<file path="src/ght_ram.sv">
// generic simple dual-port ram, one write and one registered read port
// no dependencies
module ght_ram #(
    parameter int WIDTH = 16,
    parameter int DEPTH = 256
) (
    input  logic                                   clk,
    input  logic                                   we,
    input  logic [(DEPTH > 1 ? $clog2(DEPTH) : 1)-1:0] waddr,
    input  logic [WIDTH-1:0]                       wdata,
    input  logic                                   re,
    input  logic [(DEPTH > 1 ? $clog2(DEPTH) : 1)-1:0] raddr,
    output logic [WIDTH-1:0]                       rdata
);

    logic [WIDTH-1:0] mem_reg [DEPTH];
    logic [WIDTH-1:0] rdata_reg;

    always_ff @(posedge clk)
    begin
        if (we)
        begin
            mem_reg[waddr] <= wdata;
        end
        if (re)
        begin
            rdata_reg <= mem_reg[raddr];
        end
    end

    assign rdata = rdata_reg;

endmodule

</file>
<file path="config.mk">
export PLATFORM = sky130hd
export DESIGN_NAME = ght_ram
export DESIGN_NICKNAME = d
export VERILOG_FILES = /design/src/ght_ram.sv
export SDC_FILE = /design/constraint.sdc
export NUM_CORES = 2
export LEC_CHECK = 0
export ABC_AREA = 0
export BUFFER_PORTS_ARGS = -buffer_cell sky130_fd_sc_hd__buf_4
export CAP_MARGIN = 10
export CORE_MARGIN = 2
export CORE_UTILIZATION = 30
export CTS_CLUSTER_DIAMETER = 200
export DETAILED_ROUTE_END_ITERATION = 16
export SLEW_MARGIN = 10
export SYNTH_ARGS = -nofsm -noshare
export SYNTH_HDL_FRONTEND = slang
export SYNTH_SLANG_ARGS = --single-unit
</file>
<file path="constraint.sdc">
create_clock -name clk -period 5.2 [get_ports clk]
set_input_delay 0.78 -clock clk [delete_from_list [all_inputs] [get_ports clk]]
set_output_delay 0.78 -clock clk [all_outputs]
set_load 0.03 [all_outputs]
</file>
== Yosys cells after proc, flatten, opt, wreduce, memory -nomap -nowiden ==
Memory sizes are Yosys's and may differ from the RTL's. A register that Yosys moved wholly into a read port is not among the register bits.
Index checks and enable logic that the tools add are counted.
Widths: inputs -> output; s select.

* Mux-type cells: 2

{| class="wikitable"
|+ Operators with widths
! operator !! number
|-
| $mux 1 || 2
|}

* Register bits after elaboration: 0
* Memory bits (writable): 4096
* Input port bits: 35
* Logic and storage cells: 3
* Memories: 1

{| class="wikitable"
|+ Memories
! name !! depth !! width !! rd ports !! clocked after Yosys merged registers in !! wr ports !! RTL line !! source
|-
| mem_reg || 256 || 16 || 1 || 1 || 1 || 16 || <nowiki>logic [WIDTH-1:0] mem_reg [DEPTH];</nowiki>
|}

== Depth between registers and ports, before layout ==
* Word-level depth: 2
* Gate-level depth with buffers: 12

== Worst setup path after synthesis ==
No wires, ideal clock.

* Kind: input to register
* Start point: in raddr[0] in the netlist's numbering
* End point: reg rdata_reg[4] (netlist: rdata[4]), read port of mem_reg (data pin)
* Library setup time: 0.265 ns
* Data arrival time: 2.764 ns
* Required time: 4.935 ns
* Slack: 2.171 ns
* Stages: 8
* Cells stage by stage: buf_6 -> buf_6 -> buf_2 -> mux4_2 -> mux4_2 -> a22o_1 -> o32ai_2 -> nor4_2

{| class="wikitable"
|+ RTL lines
! element !! RTL line !! source
|-
| from (decl) || 12 || <nowiki>input logic [(DEPTH > 1 ? $clog2(DEPTH) : 1)-1:0] raddr,</nowiki>
|-
| to (decl) || 17 || <nowiki>logic [WIDTH-1:0] rdata_reg;</nowiki>
|}

==> impl_metrics.toml <==
[sta]
relSlewSlack = 0.0688
setup_viol = 0
fin_crit_sh = 0.762
rsz0062_at_grt = "no"
hold_ws_ns = 0.252
final.setup.worst_slack_ns = 1.24
period_needed_ns = 3.96
hold_violations = 0
fin_skew_ns = 0.0627
tightest_slew_ns = 1.39
max_freq_mhz = 252
slew_violations = 0
fin_tns_setup_ns = 0

[worst_setup_path]
crit_type = "input port to flop"
timing.rr.end = "rdata[1]$_DFFE_PP_"
reg2reg_depth = 6
r2r-start = "mem_reg[18][1]$_DFFE_PP_"
start_kind = "input port"
path_cells = "buf_16 > buf_4 > buf_4 > mux4_2 > mux4_2 > a22o_1 > o32ai_1 > buf_4 > nor4_1"
critPathMostFrequentCell = "buf_4"
cp-end-kind = "flop"
crit_start = "raddr[0]"
max_stage_delay_ns = 1.04
critPathMaxFanout = 36
endpoint = "rdata[1]$_DFFE_PP_"
critical_path_arrival_ns = 4.66
worst-endpoint-required_ns = 5.89
r2r_setup_slack_ns = 1.68
cp_slowest_cell = "o32ai_1"

[placed_design]
dpl-instance-area_um2 = 171000
hpwl_mm = 265
io_buffers = 50
gp_congestion = 0.859
post-place-ws_ns = 0.256

[routing]
drtPass1Iterations = 6
drcViolationCount = 0
wl_per_cell_um = 28.5
antenna_left = 0
vias = 80113
drt_iter0_drc = 10605
vias_per_cell = 5.24
routed_wl_mm = 435

[synth]
ys_types = 51
ys_seq_area_frac = 0.777
synth_flop_cell = "edfxtp_1"
yosys_warnings = 0
synthCells = 7360
syn-mean-instance-area_um2 = 21.6
syn-cell-area_um2 = 159000
synth-async-reset-ratio = 0
syn_nets = 7395
synth_edf_count = 4112
ys_ff_latch = 4112

[clock_network]
clk_latency_ns = 0.98
cts_root_buffer = "clkbuf_16"
hold_buffers = 0
post_cts_buffers = 0
clock_sink_count = 4112
ctsHtreeMaxLevel = 5
cts_buffers = 410
cts_resized = 0
clk_pin_slew_worst_paths_ns = 0.06
tritoncts = "yes"
clockBufferDepth = 4

[finish]
largest_register_ffs = 4096
fin_area_um2 = 184000
final_cell_mix = "edfxtp_1 (4112), mux4_2 (797), mux2i_1 (565)"
final_common_cell = "edfxtp_1"
drive_gt1_frac = 0.261
final_nets = 7968
area_growth_pct = 15.8

[power]
ir_worst_vdd_v = 0.000274
p_leak_nw = 57.5
p_per_area_nw_per_um2 = 377
fin_total_pwr_mw = 69.3

[global_routing]
grt_pass1_wl_mm = 611
grt_pass1_vias = 78973
antenna_found_initial = 37
grt_max_degree = 149
track_usage = 0.157
grt_overflow = 0

[min_path]
hold_class = "input port to flop"

[floorplan]
ioPinCount = 51
core_um2 = 528000
die_area_um2 = 535000
die_h_um = 732
dieWidth_um = 732
fp-row-count = 267
initial_core_util = 0.301

[flow_run]
cap_violations = 0

[status]
outcome = "finished, final reports clean"
[critical path: cells and delay by family]
family	cells	cell delay [ns]
and+or+nand+nor	1	0.07
AOI/OAI and AO/OA	2	1.39
buffers and inverters	4	1.15
muxes	2	1.15
[synthesized netlist by cell type, drive strengths merged, types with 4 or more instances]
| cell type | n | share of area |
|---|---|---|
| edfxtp | 4112 | 0.78 |
| mux4 | 797 | 0.11 |
| mux2i | 565 | 0.036 |
| nor2 | 304 | 0.0072 |
| o221ai | 253 | 0.014 |
| clkbuf | 230 | 0.0054 |
| buf | 222 | 0.011 |
| a21oi | 175 | 0.0055 |
| o22ai | 148 | 0.0058 |
| nor3 | 92 | 0.0029 |
| mux2 | 88 | 0.0062 |
| a22oi | 43 | 0.0020 |
| nand2 | 38 | 0.00090 |
| o21ai | 38 | 0.0012 |
| nand3 | 35 | 0.0011 |
| a22o | 32 | 0.0018 |
| a221oi | 28 | 0.0015 |
| nand4 | 26 | 0.0010 |
| o32ai | 21 | 0.0012 |
| a211oi | 18 | 0.00085 |
| nor4 | 18 | 0.00075 |
| o31ai | 16 | 0.00076 |
| and3 | 11 | 0.00043 |
| nor2b | 9 | 0.00035 |
| a2111oi | 6 | 0.00033 |
| a31oi | 6 | 0.00024 |
| or2 | 5 | 0.00020 |
| inv | 4 | 0.000094 |
[worst min-delay path by stage]
stage                         startpoint                        end  cells after the start
3_3_place_gp   mem_reg[232][1]$_DFFE_PP_         rdata[1]$_DFFE_PP_                      6
2_1_floorplan                   wdata[0]    mem_reg[0][0]$_DFFE_PP_                      0
6_report                        wdata[9]  mem_reg[121][9]$_DFFE_PP_                      1
3_5_place_dp   mem_reg[234][1]$_DFFE_PP_         rdata[1]$_DFFE_PP_                      6
5_1_grt                         wdata[5]  mem_reg[106][5]$_DFFE_PP_                      1
4_1_cts                               re         rdata[1]$_DFFE_PP_                      1
[metrics by stage]
step,std cells,utilization
6_report,15280,0.348
5_1_grt,15267,0.348
4_1_cts,15264,0.348
3_5_place_dp,14514,0.323
3_3_place_gp,14510,0.323
2_1_floorplan,7360,-
[layout make-up]
class / instances / area [µm²]
clock inverter: 257 / 2410
sequential: 4112 / 123000
tap: 6994 / 8750
multi-input combinational: 2792 / 33000
timing repair buffer: 613 / 5510
clock buffer: 493 / 10800
antenna: 15 / 37.5
inverter: 4 / 27.5
fill: 48317 / 344000
[cells by family (layout without fill, tap and decap cells)]
| logic type | after synthesis | count (layout) | share of synthesized area |
|---|---|---|---|
| buf+inv | 456 | 1367 | 0.0169 |
| other cells | 0 | 15 | 0 |
| mux | 1450 | 1450 | 0.155 |
| compound gates | 786 | 786 | 0.0353 |
| flops | 4112 | 4112 | 0.777 |
| simple gates | 556 | 556 | 0.0157 |
[routing by layer]
layer  share of wire  global-route usage  wire (µm)
met1            0.40               0.214     172000
met2            0.48               0.255     208000
met3           0.091              0.0273      39800
met4           0.036              0.0531      15900
met5         0.00036                   0        157
[power by group]
part           switching [mW]  total (mW)  internal [mW]  leakage, nW
Clock                    12.5        29.1           16.7         6.44
Combinational            2.30        3.51           1.21         14.1
Sequential             0.0657        36.6           36.6         37.0
Note: power is estimated with default switching activity, not from simulation.
