==> config.mk <==
export PLATFORM = sky130hd
export DESIGN_NAME = ght_free_map
export DESIGN_NICKNAME = d
export VERILOG_FILES = /design/src/ght_pkg.sv /design/src/ght_ram.sv /design/src/ght_free_map.sv
export SDC_FILE = /design/constraint.sdc
export NUM_CORES = 1
export LEC_CHECK = 0
export BUFFER_PORTS_ARGS = -buffer_cell sky130_fd_sc_hd__clkbuf_2
export CAP_MARGIN = 0
export CORE_MARGIN = 2
export CORE_UTILIZATION = 58
export CTS_CLUSTER_SIZE = 10
export DETAILED_ROUTE_END_ITERATION = 16
export PLACE_DENSITY = 0.74
export SLEW_MARGIN = 30
export SYNTH_ARGS = -nofsm -noshare
export SYNTH_HDL_FRONTEND = slang
export SYNTH_SLANG_ARGS = --single-unit
==> constraint.sdc <==
create_clock -name clk -period 1.56 [get_ports clk]
set_input_delay 0.234 -clock clk [delete_from_list [all_inputs] [get_ports clk]]
set_output_delay 0.234 -clock clk [all_outputs]
set_load 0.02 [all_outputs]
==> src/ght_pkg.sv <==
// shared types, constants and helpers for the generational handle table
// no dependencies; the core and the free map refer to this package by scoped names
package ght_pkg;

    localparam int CAPACITY_DEF = 256;

    localparam int GEN_W     = 16;
    localparam int HANDLE_W  = 32;
    localparam int BMP_W     = 16;
    localparam int BMP_SH    = 4;
    localparam int FM_WORD_W = 12;

    localparam logic [GEN_W-1:0] GEN_RESET = 16'h0001;
    localparam logic [GEN_W-1:0] GEN_MAX   = 16'hffff;

    localparam logic [1:0] ST_OK        = 2'd0;
    localparam logic [1:0] ST_EXHAUSTED = 2'd1;
    localparam logic [1:0] ST_INVALID   = 2'd2;

    typedef enum logic [1:0] {
        OP_ALLOC   = 2'd0,
        OP_RELEASE = 2'd1,
        OP_LOOKUP  = 2'd2
    } op_t;

    typedef enum logic [1:0] {
        S_CLEAR,
        S_IDLE,
        S_CHECK,
        S_ALLOC
    } state_t;

    typedef struct packed {
        logic [1:0]          opcode;
        logic [HANDLE_W-1:0] handle_in;
    } req_t;

    typedef struct packed {
        logic [HANDLE_W-1:0] handle_out;
        logic [7:0]          slot_index;
        logic [1:0]          status;
    } rsp_t;

    // requests from the controller to the free map
    typedef struct packed {
        logic                 rd;
        logic [FM_WORD_W-1:0] rd_word;
        logic                 wr;
        logic [FM_WORD_W-1:0] wr_word;
        logic [BMP_W-1:0]     wr_data;
    } fm_cmd_t;

    typedef struct packed {
        logic [BMP_W-1:0]     rd_data;
        logic [FM_WORD_W-1:0] first_word;
        logic                 all_full;
    } fm_stat_t;

    // bits of a bitmap word that map onto real slots
    function automatic logic [BMP_W-1:0] bmp_mask(input logic [FM_WORD_W-1:0] widx,
                                                 input int capacity);
        logic [BMP_W-1:0] m;
        m = '0;
        for (int b = 0; b < BMP_W; b++)
        begin
            m[b] = ((int'(widx) * BMP_W) + b) < capacity;
        end
        return m;
    endfunction

    // lowest clear bit
    function automatic logic [BMP_SH-1:0] first_zero(input logic [BMP_W-1:0] bits);
        logic [BMP_SH-1:0] pos;
        pos = '0;
        for (int b = BMP_W - 1; b >= 0; b--)
        begin
            if (!bits[b])
            begin
                pos = BMP_SH'(b);
            end
        end
        return pos;
    endfunction

endpackage

==> src/ght_ram.sv <==
// generic simple dual-port ram, one write and one registered read port
// no dependencies
module ght_ram #(
    parameter int WIDTH = 16,
    parameter int DEPTH = 256
) (
    input  logic                                   clk,
    input  logic                                   we,
    input  logic [(DEPTH > 1 ? $clog2(DEPTH) : 1)-1:0] waddr,
    input  logic [WIDTH-1:0]                       wdata,
    input  logic                                   re,
    input  logic [(DEPTH > 1 ? $clog2(DEPTH) : 1)-1:0] raddr,
    output logic [WIDTH-1:0]                       rdata
);

    logic [WIDTH-1:0] mem_reg [DEPTH];
    logic [WIDTH-1:0] rdata_reg;

    always_ff @(posedge clk)
    begin
        if (we)
        begin
            mem_reg[waddr] <= wdata;
        end
        if (re)
        begin
            rdata_reg <= mem_reg[raddr];
        end
    end

    assign rdata = rdata_reg;

endmodule

==> src/ght_free_map.sv <==
// free map: alive bitmap in ram, one word-full flag per bitmap word
// and the search for the lowest word with a free slot; uses ght_pkg, ght_ram
module ght_free_map #(
    parameter int CAPACITY = ght_pkg::CAPACITY_DEF
) (
    input  logic              clk,
    input  logic              rst_n,
    input  ght_pkg::fm_cmd_t  cmd,
    output ght_pkg::fm_stat_t stat
);

    localparam int NWORDS = (CAPACITY + ght_pkg::BMP_W - 1) / ght_pkg::BMP_W;
    localparam int WW     = NWORDS > 1 ? $clog2(NWORDS) : 1;

    logic [NWORDS-1:0]          full_reg;
    logic [NWORDS-1:0]          full_next;
    logic [ght_pkg::BMP_W-1:0]  rd_data;
    logic [WW-1:0]              first_idx;

    ght_ram #(
        .WIDTH (ght_pkg::BMP_W),
        .DEPTH (NWORDS)
    ) u_bmp_ram (
        .clk   (clk),
        .we    (cmd.wr),
        .waddr (cmd.wr_word[WW-1:0]),
        .wdata (cmd.wr_data),
        .re    (cmd.rd),
        .raddr (cmd.rd_word[WW-1:0]),
        .rdata (rd_data)
    );

    // padding bits of the last word count as taken
    always_comb
    begin
        full_next = full_reg;
        if (cmd.wr)
        begin
            full_next[cmd.wr_word[WW-1:0]] =
                &(cmd.wr_data | ~ght_pkg::bmp_mask(cmd.wr_word, CAPACITY));
        end
    end

    always_ff @(posedge clk or negedge rst_n)
    begin
        if (!rst_n)
        begin
            full_reg <= '0;
        end
        else
        begin
            full_reg <= full_next;
        end
    end

    always_comb
    begin
        first_idx = '0;
        for (int i = NWORDS - 1; i >= 0; i--)
        begin
            if (!full_reg[i])
            begin
                first_idx = WW'(i);
            end
        end
    end

    assign stat.rd_data    = rd_data;
    assign stat.first_word = ght_pkg::FM_WORD_W'(first_idx);
    assign stat.all_full   = &full_reg;

endmodule
After elaboration in Yosys (flattened, before gate mapping)
Memories as Yosys holds them, arrays and structs flattened. A register that Yosys moved wholly into a read port is not among the register bits.
Cells that the tools add are included.
Operators by class
  add/sub/neg operators: 15
  order comparisons: 18
  multiplexer cells: 21
  bitwise gates (word level): 2
  reductions and logical operators: 3
Operators by type and width (number)
  $lt 17x9->1 const B: 15
  $add 16x4->17 const B: 8
  $add 16x3->17 const B: 4
  $mux 4: 16
  $add 16x2->17 const B: 2
  $reduce_and 16->1: 2
  $add 16x1->17 const B: 1
  $bwmux 16: 1
  $lt 16x9->1 const B: 1
  $not 16->16: 1
  $or 16x16->16: 1
  $lt 4x5->1 const B: 1
  $demux 1 s4: 1
  $ge 4x1->1 const B: 1
  $mux 1: 3
  $logic_and 1x1->1: 1
Word-level totals
  flip-flop bits (word level): 16
  RAM bits: 256
  input port bits: 44
  output and inout port bits: 29
  word-level logic and storage cells: 61
  memories: 1
Memories
  u_bmp_ram.mem_reg: words 16, width 16, rd ports 1, clocked after Yosys merged registers in 1, write ports 1, line ght_ram.sv:16  | logic [WIDTH-1:0] mem_reg [DEPTH];

Longest topological paths before layout
  word-level depth: 16
  mapped depth: 5

Cells and area by module
A second synthesis with hierarchy kept.
Second synthesis, totals
  cell total of the unflattened synthesis: 538
  area total of the unflattened synthesis: 11184.5 um2
Modules (own cells, without submodules)
  ght_ram: times used 1, cells each 432, area an instance 10203.5 um2, seq. area each 8167.8 um2
  ght_free_map: times used 1, cells each 106, area an instance 980.9 um2, seq. area each 400.4 um2

Least setup slack after synthesis
No wires, ideal clock.
  path kind: input to register
  start: input port cmd[19] (netlist bit)
  end: register full_reg[4]
  setup time: 0.125 ns
  data arrival time: 2.074 ns
  required time: 1.435 ns
  path slack: -0.638 ns
  stages on the path: 3
  buffers on the path: 0
  cells stage by stage: nand3b_1 nor3_1 mux2_2
Between the ends
  cells in the longest elaborated chain, start to end: 6
Ends and longest elaborated chain
  start: declaration: line ght_free_map.sv:8  | input ght_pkg::fm_cmd_t cmd,
  $add 16x1->17 (tied with other cells): line ght_pkg.sv:66  | m[b] = ((int'(widx) * BMP_W) + b) < capacity;
  $lt 17x9->1: line ght_pkg.sv:66
  $not 16->16: line ght_free_map.sv:40  | &(cmd.wr_data | ~ght_pkg::bmp_mask(cmd.wr_word, CAPACITY));
  $or 16x16->16: line ght_free_map.sv:40
  $reduce_and 16->1: line ght_free_map.sv:40
  $bwmux 16 (*): line ght_free_map.sv:39  | full_next[cmd.wr_word[WW-1:0]] =
  end signal: assignment: line ght_free_map.sv:52  | full_reg <= full_next;
  end: declaration: line ght_free_map.sv:15  | logic [NWORDS-1:0] full_reg;
Every way passes the cells marked *; elsewhere a longest branch is shown, timed or not.
A chain may end at the register's enable or synchronous reset.

==> out/qor.yml <==
grt_overflow_total: 0
vias: 5929
total_leakage_power_nw: 4.73
max_freq_mhz: 531
rsz0062_at_grt: "true"
worst_ep_arrival_time_ns: 1.65
start_util_pct: 59.4
slowest_stage: "dfrtp_1"
min_period_ns: 1.88
cp.buffers_inverters: 1
ys_seq_area_share_pct: 76.6
pin_count: 73
die_w_um: 143
die_h_um: 143
synth_top_area_share_pct: 73.0
cts_buffer_depth: 3
totalWireLength_um: 25600
violations: "negative setup slack"
p_per_area_mw_per_mm2: 1280
htree_num_levels: 2
avgSynthCellArea_um2: 21.7
crit_required_ns: 1.33
wl_met1_um: 9940
setup_slack_ns: -0.323
routed-wl-met3_um: 1890
cp_top_family: "compound AO/OA/AOI/OAI gates"
rows: 50
cts_tree: "yes"
ys_ff_latch: 288
highest_layer: "met4"
min_delay_path_depth: 1
vias_per_cell: 6.23
r2r_cells: 3
fin_skew_ns: 0.00782
synth.distinct_cells: 37
dieArea_mm2: 0.0204
drc: 0
status: "complete, but fails checks"
largest_reg_flops: 256
cap_viol_max_count: 0
drv_slew: 0
syn_inst: 516
syn2layout_area_growth_pct: 21.8
crit_path_end_kind: "output pin"
final_nets: 721
synth-edff-count: 272
path_class: "register to output pin"
root_buffer: "clkbuf_16"
worst_pin_slew_ns: 0.519
first_pass_iters: 5
clk_pin_slew_ns: 0.05
ys_async_sr_fraction_pct: 5.56
globalplace.congestion: 0.862
antenna_cells: 0
grt_max_degree: 45
hold_violations: 0
portBuffers: 56
antenna_found_initial: 0
coreArea_mm2: 0.0188
ir_drop_mv: 0.893
hold_class: "input port to register"
layout-drive-gt1-share_pct: 39.9
setup_viol: 5
crit_chain: "nand2_1, a31o_2, a31oi_4, o21ai_2, clkbuf_4"
wl_per_cell_um: 26.9
ys_warn_count: 0
worst_path_largest_cell_delay_ns: 0.41
final_cell_mix: "272 x edfxtp_1, 74 x buf_4, 50 x clkbuf_2"
final_common_cell: "edfxtp_1"
final_util_pct: 72.4
synth_area_leaders: "edfxtp_1 73%, mux4_2 9.1%, mux4_1 4.5%"
drtIter0Drc: 580
grt_pass1_vias: 6207
ys.flop_type: "edfxtp_1"
cp_max_fo: 5
setup.worst_path.start_class: "register"
route.met2.wl_um: 13200
place_hpwl_um: 15600
clk_latency_ns: 0.50
cp.depth: 5
period_share_pct: 121
dp_slack_ns: -0.255
grt_usage_pct: 26.2
slew_headroom_pct: 65.3
grt_pass1_wl_um: 37800
numCtsBuffers: 34
synth_area_mm2: 0.0112
ant_nets: 0
synth_top_area_cell: "edfxtp_1"
cts.sink_count: 288
[synthesized netlist by cell type (2+ instances only)]
cell type,number
o21ai_0,5
nand2_1,23
nor2_1,16
buf_1,2
nand2b_1,2
buf_2,3
nand3b_1,2
mux2_2,16
inv_1,5
dlygate4sd1_1,2
nor3_1,4
buf_6,3
clkbuf_8,2
edfxtp_1,272
mux4_2,45
a21oi_1,2
buf_4,11
buf_12,3
nand3_1,3
nor4_1,2
a31oi_1,2
dfrtp_1,16
a22oi_1,33
nand4_1,9
mux4_1,19
clkbuf_1,3
[final cells by class]
| class | instances | area, um^2 |
|---|---|---|
| Clock buffer | 51 | 978 |
| Inverter | 5 | 18.8 |
| Fill cell | 1062 | 5210 |
| Sequential cell | 288 | 8570 |
| Multi-Input combinational cell | 200 | 2510 |
| Timing Repair Buffer | 148 | 1220 |
| Tap cell | 260 | 325 |
[path summary, 6_finish.rpt]
path / slack, ns / from / to
min: 0.04 / cmd[13] / u_bmp_ram.mem_reg[14][13]
min in group asynchronous: 0.20 / rst_n / full_reg[1]
max in group asynchronous: 1.07 / rst_n / full_reg[6]
min reg2reg: 0.58 / full_reg[13] / full_reg[13]
max: -0.32 / full_reg[10] / stat[2]
max reg2reg: 0.05 / u_bmp_ram.mem_reg[9][4] / u_bmp_ram.rdata[4]
[metal layers]
layer	GRT usage [%]	vias to the layer above
met5	0	-
met4	8.34	0
met3	4.93	59
met2	43.9	299
met1	35.6	3095
li1	-	2476
[metrics by stage]
stage | instance area, um^2 | TNS (ns) | total power, mW | cells | hold slack, ns
after floorplan | 11300 | -8.23 | 9.74 | 523 | -0.0616
after global placement | 12400 | -12.54 | 10.2 | 886 | 0.164
after detailed placement | 12400 | -16.08 | 10.3 | 886 | 0.177
after CTS | 13600 | -1.31 | 17.4 | 952 | 0.0225
after global routing | 13600 | -1.68 | 17.9 | 952 | 0.0343
final | 13600 | -1.35 | 17.4 | 952 | 0.0380
[cells by family (layout without fill, tap and decap cells)]
family / after synthesis / count (layout) / synth area share [%]
AO/OA/AOI/OAI: 43 / 43 / 2.72
buffers and inverters: 35 / 204 / 2.49
flip-flops: 288 / 288 / 76.6
multiplexers: 80 / 80 / 15.1
other: 1 / 8 / 0.0335
AND/OR/NAND/NOR: 69 / 69 / 3.05
[report_power, final]
| group | switching, mW | total (mW) | internal [mW] |
|---|---|---|---|
| clock network | 2.76 | 7.04 | 4.28 |
| registers | 0.139 | 8.87 | 8.73 |
| logic | 0.816 | 1.52 | 0.705 |
[repair_timing]
item                                   in CTS  in global routing
endpoints found under the hold margin      18                  0
setup endpoints to repair                   5                  6
pin swaps                                  11                  3
buffers inserted                           13                  0
gates resized for setup                    16                 12
hold buffers                                2                  0
No activity file was read; power rests on OpenSTA's default activity.
